`src/sv/bpc_pkg.sv`:
```
package bpc_pkg;

  localparam int DivW    = 32;
  localparam int SideW   = 64;
  localparam int CfgIdxW = 3;

  localparam logic signed [31:0] B6Offset  = 32'sd4000;
  localparam logic signed [31:0] TRound    = 32'sd8;
  localparam logic signed [31:0] B4Offset  = 32'sd32768;
  localparam logic        [16:0] PScale    = 17'd50000;
  localparam logic signed [12:0] P1Coef    = 13'sd3038;
  localparam logic signed [15:0] P2Coef    = -16'sd7357;
  localparam logic signed [31:0] P3Coef    = 32'sd3791;
  localparam logic signed [31:0] TempMax   = 32'sd32767;
  localparam logic signed [31:0] TempMin   = -32'sd32768;
  localparam logic signed [31:0] PressMax  = 32'sd262143;

  typedef enum logic [1:0] {
    STATUS_OK       = 2'd0,
    STATUS_ABSENT   = 2'd1,
    STATUS_DIV_ZERO = 2'd2
  } status_e;

  typedef enum logic [CfgIdxW-1:0] {
    CFG_AC1_AC2 = 3'd0,
    CFG_AC3_AC4 = 3'd1,
    CFG_AC5_AC6 = 3'd2,
    CFG_B1_B2   = 3'd3,
    CFG_MC_MD   = 3'd4
  } cfg_idx_e;

  typedef struct packed {
    logic [15:0] raw_temperature;
    logic [15:0] raw_pressure;
    logic        sensor_present;
  } in_item_t;

  typedef struct packed {
    logic signed [15:0] temperature_tenths;
    logic        [17:0] pressure_pa;
    status_e            status;
  } out_item_t;

  typedef struct packed {
    logic signed [15:0] ac1;
    logic signed [15:0] ac2;
    logic signed [15:0] ac3;
    logic        [15:0] ac4;
    logic        [15:0] ac5;
    logic        [15:0] ac6;
    logic signed [15:0] b1;
    logic signed [15:0] b2;
    logic signed [15:0] mc;
    logic signed [15:0] md;
  } cal_t;

  typedef struct packed {
    logic signed [31:0] x1;
    logic        [15:0] raw_pressure;
    logic               neg;
    status_e            status;
  } div1_side_t;

  typedef struct packed {
    logic signed [15:0] temp;
    logic               hi;
    status_e            status;
  } div2_side_t;

endpackage

```
`src/sv/bpc_press_final.sv`:
```
module bpc_press_final
  import bpc_pkg::*;
(
  input  logic            clk_i,
  input  logic            rst_ni,
  input  logic            en_i,
  input  logic            valid_i,
  input  logic [DivW-1:0] quotient_i,
  input  div2_side_t      side_i,
  output logic            valid_o,
  output out_item_t       item_o
);

  logic               v1_q, v2_q, v3_q;
  div2_side_t         sd1_q, sd2_q, sd3_q;
  logic signed [31:0] p1_q, p2_q, p3_q;
  logic signed [23:0] s;
  logic signed [47:0] m7_full, m8_full;
  logic signed [44:0] m9_full;
  logic signed [31:0] m7_q, m8_q, m9_q, x2_q;
  logic signed [31:0] pr;

  always_comb begin
    s       = 24'(p1_q >>> 8);
    m7_full = s * s;
    m8_full = p1_q * P2Coef;
    m9_full = m7_q * P1Coef;
  end

  always_ff @(posedge clk_i or negedge rst_ni) begin
    if (!rst_ni) begin
      v1_q <= 1'b0;
      v2_q <= 1'b0;
      v3_q <= 1'b0;
    end else if (en_i) begin
      v1_q <= valid_i;
      v2_q <= v1_q;
      v3_q <= v2_q;
    end
  end

  always_ff @(posedge clk_i) begin
    if (en_i) begin
      sd1_q <= side_i;
      p1_q  <= side_i.hi ? $signed({quotient_i[30:0], 1'b0}) : $signed(quotient_i);
      sd2_q <= sd1_q;
      p2_q  <= p1_q;
      m7_q  <= m7_full[31:0];
      m8_q  <= m8_full[31:0];
      sd3_q <= sd2_q;
      p3_q  <= p2_q;
      m9_q  <= m9_full[31:0];
      x2_q  <= m8_q >>> 16;
    end
  end

  always_comb begin
    pr      = p3_q + (((m9_q >>> 16) + x2_q + P3Coef) >>> 4);
    valid_o = v3_q;
    item_o.status = sd3_q.status;
    if (sd3_q.status != STATUS_OK) begin
      item_o.temperature_tenths = '0;
      item_o.pressure_pa        = '0;
    end else begin
      item_o.temperature_tenths = sd3_q.temp;
      if (pr < 0) begin
        item_o.pressure_pa = '0;
      end else if (pr > PressMax) begin
        item_o.pressure_pa = '1;
      end else begin
        item_o.pressure_pa = pr[17:0];
      end
    end
  end

endmodule

```
`config.mk`:
```
export PLATFORM = sky130hd
export DESIGN_NAME = bpc_press_final
export DESIGN_NICKNAME = d
export VERILOG_FILES = /design/src/sv/bpc_pkg.sv /design/src/sv/bpc_press_final.sv
export SDC_FILE = /design/constraint.sdc
export NUM_CORES = 2
export LEC_CHECK = 0
export BUFFER_PORTS_ARGS = -buffer_cell sky130_fd_sc_hd__buf_4
export CAP_MARGIN = 20
export CORE_ASPECT_RATIO = 1.4
export CORE_MARGIN = 1.5
export CORE_UTILIZATION = 30
export CTS_CLUSTER_SIZE = 30
export DETAILED_ROUTE_END_ITERATION = 12
export GPL_ROUTABILITY_DRIVEN = 1
export PLACE_DENSITY = 0.48
export SLEW_MARGIN = 20
export SYNTH_ARGS = -nofsm -noshare
export SYNTH_HDL_FRONTEND = slang
export SYNTH_SLANG_ARGS = --single-unit
```
`constraint.sdc`:
```
create_clock -name clk_i -period 9.7 [get_ports clk_i]
set_input_delay 1.94 -clock clk_i [delete_from_list [all_inputs] [get_ports clk_i]]
set_output_delay 1.94 -clock clk_i [all_outputs]
set_load 0.02 [all_outputs]
```
==> reports/metrics.yaml <==
ctsHtreeMaxLevel: 1
slew-limit-headroom: 0.335
dr.first_iter.drc_count: 684
io_pins: 92
cp.required_ns: 7.76
clockBufferDepth: 3
place_area_um2: 33700
cp_max_fo: 20
diodes: 0
start_util: 0.302
cts_tree: "done"
first_pass_iters: 4
wirelength_mm: 75.2
cts.sinks: 230
cts-root-buf: "clkbuf_16"
fillers: 10588
finalCritPeriodShare: 0.871
antenna_found_initial: 0
num_vias: 19182
viasPerCell: 4.47
avgSynthCellArea_um2: 11.1
drc: 0
synthCells: 2811
cts_setup_buffers: 0
start_kind: "register"
wl_per_cell_um: 17.5
dp_hpwl_mm: 63.3
min_period_ns: 8.45
portBuffers: 91
postRouteAntennaNets: 0
setup_viol: 0
core_area_um2: 104000
hold_class: "register to register"
syn2layout_area_growth_pct: 10.7
critPathArrivalTime_ns: 6.51
ys_seq_elements: 230
max_freq_mhz: 118
layout-drive-gt1-share: 0.0768
synth_area_leaders: "fa_1 35%, edfxtp_1 22%, ha_1 16%"
synth_ff_type: "edfxtp_1"
maxCapViolCount: 0
synthArstFlopShare: 0.0130
die_h_um: 385
die_w_um: 276
yosysTopAreaCell: "fa_1"
finalWeightedCongestion: 0.825
fp-row-count: 140
grt_max_degree: 132
tns_ns: 0
end_kind: "output port"
worstMarginPinSlew_ns: 0.998
die_area_um2: 106000
clock_latency_ns: 0.60
path_clk_slew_ns: 0.06
grt_use_total: 0.147
seq_area_frac_synth: 0.220
grt_overflow: 0
final_area_um2: 34700
yosysTopAreaCellShare: 0.349
path_class: "register to output port"
slew_viol_final: 0
cts_inserted_buffers: 29
grt_pass1_wl_mm: 121
ys_warn_count: 0
cts_hold_buffers: 0
grt_pass1_vias: 21606
hold_viol_final: 0
ctsResizeCount: 0
fin_nets: 3930
synth-edff-count: 227
synthDistinctLibCells: 72
fin_skew_ns: 0.0166
rrSetupSlack_ns: 2.25
netlist_area_um2: 31300
status: "complete, no violations"
rsz0062_at_grt: "no"
metal layers:
layer | GRT usage | wire length (um) | share of wire | vias to the layer above
li1 | - | - | - | 9033
met1 | 0.170 | 29800 | 0.40 | 9867
met2 | 0.290 | 41900 | 0.56 | 212
met3 | 0.0119 | 1700 | 0.023 | 70
met4 | 0.0370 | 1810 | 0.024 | 0
met5 | 0 | 0 | 0 | -
synthesized netlist by cell type (3+ instances only):
master and number:
inv_1 746, fa_1 547, ha_1 410, edfxtp_1 227, nand2_1 133, xnor2_1 96, nor2_1 93, and2_1 89
a21oi_1 68, o21ai_0 43, xor2_1 35, clkbuf_1 34, mux2_2 34, a21o_1 29, a311oi_1 19, nand2b_1 15
nand3_1 15, o21bai_1 15, nor3_1 13, or3_1 12, o21a_1 10, nor2b_1 8, or2_2 8, a211oi_1 7
a31oi_1 7, nand4_1 6, and3_1 5, o211ai_1 5, o31ai_1 5, a2111oi_0 4, a21boi_0 4, and4_1 4
buf_1 4, o2111ai_1 4, a211o_1 3, dfrtp_1 3, mux2i_1 3, o211a_1 3
logic make-up after synthesis:
group,synth area share
DFF,0.220
xor gates and xnor gates,0.0374
other,0.000240
and+or+nand+nor,0.0639
muxes,0.0132
adders and majority gates,0.513
buffers and inverters,0.0954
AOI/OAI and AO/OA,0.0567
final timing paths:
kind,startpoint,to,cells after the start
worst min register to register,sd2_q[0],item_o[0],0
worst min-delay path,sd2_q[0],item_o[0],0
worst max-delay path,m9_q[19],item_o[14],20
min in group asynchronous,rst_ni,v1_q,1
worst max register to register,p1_q[11],m7_q[29],20
max in group asynchronous,rst_ni,valid_o,1
worst max-delay path, stage by stage (launching register included):
cell and delay (ns):
edfxtp_1 0.33, inv_1 0.04, ha_1 0.26, inv_1 0.04, ha_1 0.28, o21a_1 0.20
o211a_1 0.24, a311oi_2 0.37, o21ai_2 0.16, o41ai_4 0.29, o31a_2 0.50, ha_1 0.41
a21oi_1 0.23, a21boi_1 0.30, nor2_1 0.06, a311o_1 0.26, a2111oi_0 0.34, o2111ai_1 0.25
a2111oi_4 0.91, a311oi_1 0.21, buf_4 0.22
area by class of cell:
cell class | count | area, um2 | share of cell area
well taps | 1349 | 1690 | 0.0487
flip-flops and latches | 230 | 6890 | 0.199
repair buffers | 118 | 893 | 0.0258
multi-input cells | 1792 | 21500 | 0.619
clock inverters | 20 | 198 | 0.00570
inverters | 747 | 2800 | 0.0808
clock buffers | 34 | 744 | 0.0215
state kept, by name, summed over array words and instances, names as in the netlist:
name     count
p3_q        32
sd1_q       18
x2_q        16
valid_o      1
item_o       2
v2_q         1
p2_q        32
p1_q        32
v1_q         1
m7_q        29
m8_q        16
sd2_q       18
m9_q        16
sd3_q       16
metrics by stage:
step | std cells | setup slack (ns) | hold slack, ns | util
final | 4290 | 1.25 | 0.417 | 0.334
after global routing | 4290 | 0.700 | 0.421 | 0.334
after CTS | 4290 | 1.25 | 0.413 | 0.334
after detailed placement | 4236 | 1.92 | 0.405 | 0.325
after global placement | 4236 | 1.99 | 0.400 | 0.325
after floorplan | 2812 | 2.62 | 0.400 | -
placed cells by master (no fill, tap or decap), types with 6 or more instances in the layout:
| cell | count |
|---|---|
| a211oi_1 | 7 |
| a21o_1 | 29 |
| a21oi_1 | 68 |
| a311oi_1 | 19 |
| a31oi_1 | 7 |
| and2_1 | 89 |
| buf_4 | 117 |
| clkbuf_16 | 29 |
| edfxtp_1 | 227 |
| fa_1 | 547 |
| ha_1 | 410 |
| inv_1 | 746 |
| mux2_2 | 34 |
| nand2_1 | 133 |
| nand2b_1 | 15 |
| nand3_1 | 15 |
| nand4_1 | 6 |
| nor2_1 | 93 |
| nor2b_1 | 8 |
| nor3_1 | 13 |
| o21a_1 | 10 |
| o21ai_0 | 43 |
| o21bai_1 | 15 |
| or2_2 | 8 |
| or3_1 | 12 |
| xnor2_1 | 96 |
| xor2_1 | 35 |
Power is left out: the tool's default activity adds up to more than one toggle a clock period on the data nets, which glitch-free logic cannot reach.
