===== src/sv/bpc_pkg.sv =====
package bpc_pkg;

  localparam int DivW    = 32;
  localparam int SideW   = 64;
  localparam int CfgIdxW = 3;

  localparam logic signed [31:0] B6Offset  = 32'sd4000;
  localparam logic signed [31:0] TRound    = 32'sd8;
  localparam logic signed [31:0] B4Offset  = 32'sd32768;
  localparam logic        [16:0] PScale    = 17'd50000;
  localparam logic signed [12:0] P1Coef    = 13'sd3038;
  localparam logic signed [15:0] P2Coef    = -16'sd7357;
  localparam logic signed [31:0] P3Coef    = 32'sd3791;
  localparam logic signed [31:0] TempMax   = 32'sd32767;
  localparam logic signed [31:0] TempMin   = -32'sd32768;
  localparam logic signed [31:0] PressMax  = 32'sd262143;

  typedef enum logic [1:0] {
    STATUS_OK       = 2'd0,
    STATUS_ABSENT   = 2'd1,
    STATUS_DIV_ZERO = 2'd2
  } status_e;

  typedef enum logic [CfgIdxW-1:0] {
    CFG_AC1_AC2 = 3'd0,
    CFG_AC3_AC4 = 3'd1,
    CFG_AC5_AC6 = 3'd2,
    CFG_B1_B2   = 3'd3,
    CFG_MC_MD   = 3'd4
  } cfg_idx_e;

  typedef struct packed {
    logic [15:0] raw_temperature;
    logic [15:0] raw_pressure;
    logic        sensor_present;
  } in_item_t;

  typedef struct packed {
    logic signed [15:0] temperature_tenths;
    logic        [17:0] pressure_pa;
    status_e            status;
  } out_item_t;

  typedef struct packed {
    logic signed [15:0] ac1;
    logic signed [15:0] ac2;
    logic signed [15:0] ac3;
    logic        [15:0] ac4;
    logic        [15:0] ac5;
    logic        [15:0] ac6;
    logic signed [15:0] b1;
    logic signed [15:0] b2;
    logic signed [15:0] mc;
    logic signed [15:0] md;
  } cal_t;

  typedef struct packed {
    logic signed [31:0] x1;
    logic        [15:0] raw_pressure;
    logic               neg;
    status_e            status;
  } div1_side_t;

  typedef struct packed {
    logic signed [15:0] temp;
    logic               hi;
    status_e            status;
  } div2_side_t;

endpackage


===== src/sv/bpc_temp_front.sv =====
module bpc_temp_front
  import bpc_pkg::*;
(
  input  logic            clk_i,
  input  logic            rst_ni,
  input  logic            en_i,
  input  logic            valid_i,
  input  in_item_t        item_i,
  input  cal_t            cal_i,
  output logic            valid_o,
  output logic [DivW-1:0] dividend_o,
  output logic [DivW-1:0] divisor_o,
  output div1_side_t      side_o
);

  logic               v1_q, v2_q, v3_q;
  in_item_t           item1_q, item2_q, item3_q;
  logic signed [16:0] diff1_d, diff1_q;
  logic signed [33:0] prod2_full;
  logic signed [31:0] prod2_q;
  logic signed [31:0] x1_d, x1_q;
  logic signed [31:0] den_d, den_q;
  logic signed [16:0] mc_ext;
  logic        [16:0] mc_mag;

  always_comb begin
    diff1_d    = $signed({1'b0, item_i.raw_temperature}) - $signed({1'b0, cal_i.ac6});
    prod2_full = diff1_q * $signed({1'b0, cal_i.ac5});
    x1_d       = prod2_q >>> 15;
    den_d      = x1_d + {{16{cal_i.md[15]}}, cal_i.md};
  end

  always_ff @(posedge clk_i or negedge rst_ni) begin
    if (!rst_ni) begin
      v1_q <= 1'b0;
      v2_q <= 1'b0;
      v3_q <= 1'b0;
    end else if (en_i) begin
      v1_q <= valid_i;
      v2_q <= v1_q;
      v3_q <= v2_q;
    end
  end

  always_ff @(posedge clk_i) begin
    if (en_i) begin
      item1_q <= item_i;
      diff1_q <= diff1_d;
      item2_q <= item1_q;
      prod2_q <= prod2_full[31:0];
      item3_q <= item2_q;
      x1_q    <= x1_d;
      den_q   <= den_d;
    end
  end

  always_comb begin
    mc_ext     = {cal_i.mc[15], cal_i.mc};
    mc_mag     = mc_ext[16] ? -mc_ext : mc_ext;
    dividend_o = {4'b0000, mc_mag, 11'b0};
    divisor_o  = den_q[31] ? 32'(-den_q) : 32'(den_q);
    valid_o    = v3_q;
    side_o.x1           = x1_q;
    side_o.raw_pressure = item3_q.raw_pressure;
    side_o.neg          = cal_i.mc[15] ^ den_q[31];
    if (!item3_q.sensor_present) begin
      side_o.status = STATUS_ABSENT;
    end else if (den_q == '0) begin
      side_o.status = STATUS_DIV_ZERO;
    end else begin
      side_o.status = STATUS_OK;
    end
  end

endmodule


===== config.mk =====
export PLATFORM = sky130hd
export DESIGN_NAME = bpc_temp_front
export DESIGN_NICKNAME = d
export VERILOG_FILES = /design/src/sv/bpc_pkg.sv /design/src/sv/bpc_temp_front.sv
export SDC_FILE = /design/constraint.sdc
export NUM_CORES = 1
export LEC_CHECK = 0
export CAP_MARGIN = 15
export CORE_MARGIN = 4
export CORE_UTILIZATION = 55
export CTS_CLUSTER_DIAMETER = 80
export DETAILED_ROUTE_END_ITERATION = 7
export DONT_BUFFER_PORTS = 1
export GPL_ROUTABILITY_DRIVEN = 0
export HOLD_SLACK_MARGIN = 0.03
export MAX_ROUTING_LAYER = met4
export PLACE_DENSITY = 0.69
export SYNTH_ARGS = -nofsm -noshare
export SYNTH_HDL_FRONTEND = slang
export SYNTH_SLANG_ARGS = --single-unit

===== constraint.sdc =====
create_clock -name clk_i -period 6.97 [get_ports clk_i]
set_input_delay 0.697 -clock clk_i [delete_from_list [all_inputs] [get_ports clk_i]]
set_output_delay 0.697 -clock clk_i [all_outputs]
set_load 0.005 [all_outputs]

==> metrics.txt <==
cell depth of the worst flop-to-flop path 20; summed negative setup slack over all endpoints 0 ps; Critical Path Slowest Stage Cell sky130_fd_sc_hd__edfxtp_1; placed cell area between 15000 and 20000 um2; number of enable-type register cells in the synthesized netlist 120; endpoint with the worst hold slack item1_q[4]$_DFFE_PP_; CP Buf/Inv Count 4; top_reg_cell synth sky130_fd_sc_hd__edfxtp_1; mean instance size in the synthesized netlist 10.2 um2; met2 Usage GRT about a third; number of inserted filler cells in the final layout 2432; CTS clock-pin slew for the worst setup and hold paths 60 ps; clock tree from TritonCTS built; starting utilization of the core area ~56%; cell with the most instances after synthesis sky130_fd_sc_hd__inv_1; flip-flop and latch count after synthesis 123; cell type with the highest aggregate area in the netlist sky130_fd_sc_hd__fa_1; actual transition at the worst max-transition pin 705 ps; register-to-register path setup slack roughly 500 ps; maximum number of pins on one net before global-route repair 124; skew final 7.25 ps; setup repair after global routing missed its margin no; number of remaining DRC errors 0; startpoint of the worst-slack reg-to-reg timing path diff1_q[10]$_DFFE_PP_; Slowest Stage Delay on Critical Path between 600 and 700 ps; cell class contributing the biggest share of worst-path delay adder cells; summed area of non-filler cells in the final layout between 15000 and 20000 um2; root buffer selected by CTS sky130_fd_sc_hd__clkbuf_16; die width 178 um; vias per cell 5.19; count of cell types in the netlist 51; ordered cell list for the critical path and2_1, fa_1, inv_1, fa_1, inv_1, fa_1, fa_1, fa_1, inv_1, fa_1, inv_1, ha_1, nand2_1, a211oi_1, a2bb2oi_1, a211oi_2, o21ai_0, nand2_1, a21oi_1, xnor2_1; placed cell count 1885; synth warn 0; max-cap viol count 0; multi-input gate area in the final layout 10500 um2; maximum fanout along the worst path 16; number of core rows a little over 60; Peak Freq between 0.15 and 0.2 GHz; count of buffers from port buffering 0; HP Start item_i[4]; routed len/inst 16.1 um; maximum buffer depth of the clock tree 2; Critical Path Source diff1_q[10]$_DFFE_PP_; GR met1 Demand/Resource 28.1%; sequential area share after synthesis 23.0%; share of cells above drive strength 1 3.90%; Top Usage Layer GRT met2; number of antenna violations at the first check in global routing 0; worst skew pair latency 420 ps; number of top-level pins 313; largest cells by area after synthesis sky130_fd_sc_hd__fa_1 (33%), sky130_fd_sc_hd__edfxtp_1 (23%), sky130_fd_sc_hd__ha_1 (9.0%); Commonest cells post-synth sky130_fd_sc_hd__inv_1 (342), sky130_fd_sc_hd__fa_1 (267), sky130_fd_sc_hd__nand2_1 (173), sky130_fd_sc_hd__and2_1 (131), sky130_fd_sc_hd__edfxtp_1 (120); total wire length after detailed routing 31000 um; setup-violating endpoint count in the final report 0; total routing usage reported by global routing 20.9%; number of optimization iterations in the first detailed-route pass 5; type of the setup path with the least slack flop to flop; max-slew violation count 0; htree depth 4; critical path's most frequent cell sky130_fd_sc_hd__fa_1; number of clock sinks 123; final net count 2103; hold-critical path depth 0; met3 track demand over resource 4.15%; via count of the first global-routing pass 10400; end of the worst register-to-register path prod2_q[30]$_DFFE_PP_; count of placed standard cells in the final layout, fillers left out 1921; post-detail-place hpwl 25000 um; crit end category flop; number of routed nets with antenna violations 0; slew margin rel. about half; number of antenna repair diodes 0; DR iter-0 viols a little over 600; Core Region 28700 um2; Tcrit/Tclk final between 90% and 100%; count of mapped cells out of synthesis between 1500 and 2000; residual overflow from global routing 0; share of the synthesized area in the top cell type between 30% and 40%; first-pass GRT wire length slightly above 50000 um; arrival time reported for the critical path endpoint 6620 ps; Hold Crit Class input port to flop; fraction of the core area covered by cells at the end of the flow between 50% and 60%; Die Y 178 um; post-synthesis instance area 16000 um2; required time at the endpoint of the critical path slightly above 7000 ps; Final Hold Vio Count 0; area growth from synthesis to final layout 4.40%; vias post-DR 9967; overall die area between 30000 and 40000 um2; type of origin of the critical path flop; clock buffer count from CTS 17; outcome completed; area of all sequential standard cells 3680 um2; FFs w/ async S/R, synth 2.44%; clock period minus worst slack 6460 ps
per-stage QoR:
| stage | hold WS (ps) | worst slack (ps) |
|---|---|---|
| 6_report | 370 | 508 |
| 5_1_grt | 345 | 175 |
| 3_3_place_gp | 401 | 417 |
| 2_1_floorplan | 400 | 552 |
| 4_1_cts | 356 | 308 |
| 3_5_place_dp | 401 | 325 |
sequential cells by signal, summed over array words and instances, names as in the netlist, 16 cells and up:
| register | count |
|---|---|
| den_q | 18 |
| diff1_q | 17 |
| item1_q | 17 |
| item2_q | 17 |
| prod2_q | 17 |
| side_o | 16 |
| x1_q | 17 |
cell type report:
class	instances	share of cell area [%]
Clock buffer	18	2.58
Clock inverter	14	1.10
Inverter	342	7.70
Multi-Input combinational cell	1025	63.0
Sequential cell	123	22.1
Tap cell	384	2.88
Timing Repair Buffer	15	0.691
per-layer routing:
layer  vias up  wire length, um
li1       4648                -
met1      4933            13500
met2       355            14800
met3        31             2380
met4         0              290
met5         -                0
cells by family (layout without fill, tap and decap cells):
group	after synthesis	after routing	share of synthesized area, %
other	1	30	0.0235
adders and majority gates	382	382	42.5
AOI/OAI and AO/OA	122	122	5.11
xor gates and xnor gates	81	81	4.44
buffers and inverters	444	389	11.9
DFF	123	123	23.0
muxes	4	4	0.282
and+or+nand+nor	406	406	12.7
repair_timing:
action,4_1_cts,5_1_grt
gates resized for setup,0,1
hold endpoints to repair,3,0
hold buffers,1,0
buffers inserted,0,3
setup endpoints to repair,0,3
layout by cell type (no fill, tap or decap), types with 2 or more instances in the layout:
master	instances
sky130_fd_sc_hd__inv_1	342
sky130_fd_sc_hd__fa_1	267
sky130_fd_sc_hd__nand2_1	173
sky130_fd_sc_hd__and2_1	131
sky130_fd_sc_hd__edfxtp_1	120
sky130_fd_sc_hd__ha_1	115
sky130_fd_sc_hd__xnor2_1	66
sky130_fd_sc_hd__nor2_1	32
sky130_fd_sc_hd__a21oi_1	30
sky130_fd_sc_hd__conb_1	30
sky130_fd_sc_hd__o21ai_0	26
sky130_fd_sc_hd__nor3_1	20
sky130_fd_sc_hd__clkbuf_16	17
sky130_fd_sc_hd__xor2_1	15
sky130_fd_sc_hd__buf_4	14
sky130_fd_sc_hd__o21a_1	12
sky130_fd_sc_hd__nand3_1	11
sky130_fd_sc_hd__a21o_1	10
sky130_fd_sc_hd__or3_1	8
sky130_fd_sc_hd__nand2b_1	7
sky130_fd_sc_hd__o41ai_1	7
sky130_fd_sc_hd__o31ai_1	7
sky130_fd_sc_hd__inv_6	6
sky130_fd_sc_hd__and3_1	5
sky130_fd_sc_hd__a211oi_1	5
sky130_fd_sc_hd__o211ai_1	4
sky130_fd_sc_hd__a31oi_1	4
sky130_fd_sc_hd__mux2_2	4
sky130_fd_sc_hd__nor2b_1	4
sky130_fd_sc_hd__or3_4	3
sky130_fd_sc_hd__nor4_1	3
sky130_fd_sc_hd__bufinv_16	3
sky130_fd_sc_hd__dfrtp_1	3
sky130_fd_sc_hd__nand3b_1	2
sky130_fd_sc_hd__a2111oi_0	2
sky130_fd_sc_hd__o31a_1	2
sky130_fd_sc_hd__or4_4	2
sky130_fd_sc_hd__o21ai_2	2
sky130_fd_sc_hd__clkinvlp_4	2
how the worst max path moves through the flow:
stage | to | cells after the start
3_5_place_dp | prod2_q[30]$_DFFE_PP_ | 20
2_1_floorplan | prod2_q[30]$_DFFE_PP_ | 22
6_report | prod2_q[30]$_DFFE_PP_ | 20
4_1_cts | prod2_q[30]$_DFFE_PP_ | 20
3_3_place_gp | prod2_q[27]$_DFFE_PP_ | 19
5_1_grt | prod2_q[30]$_DFFE_PP_ | 21
Power is not shown: default switching activity piles up to over one toggle a cycle in this logic, so the estimate is an artifact.
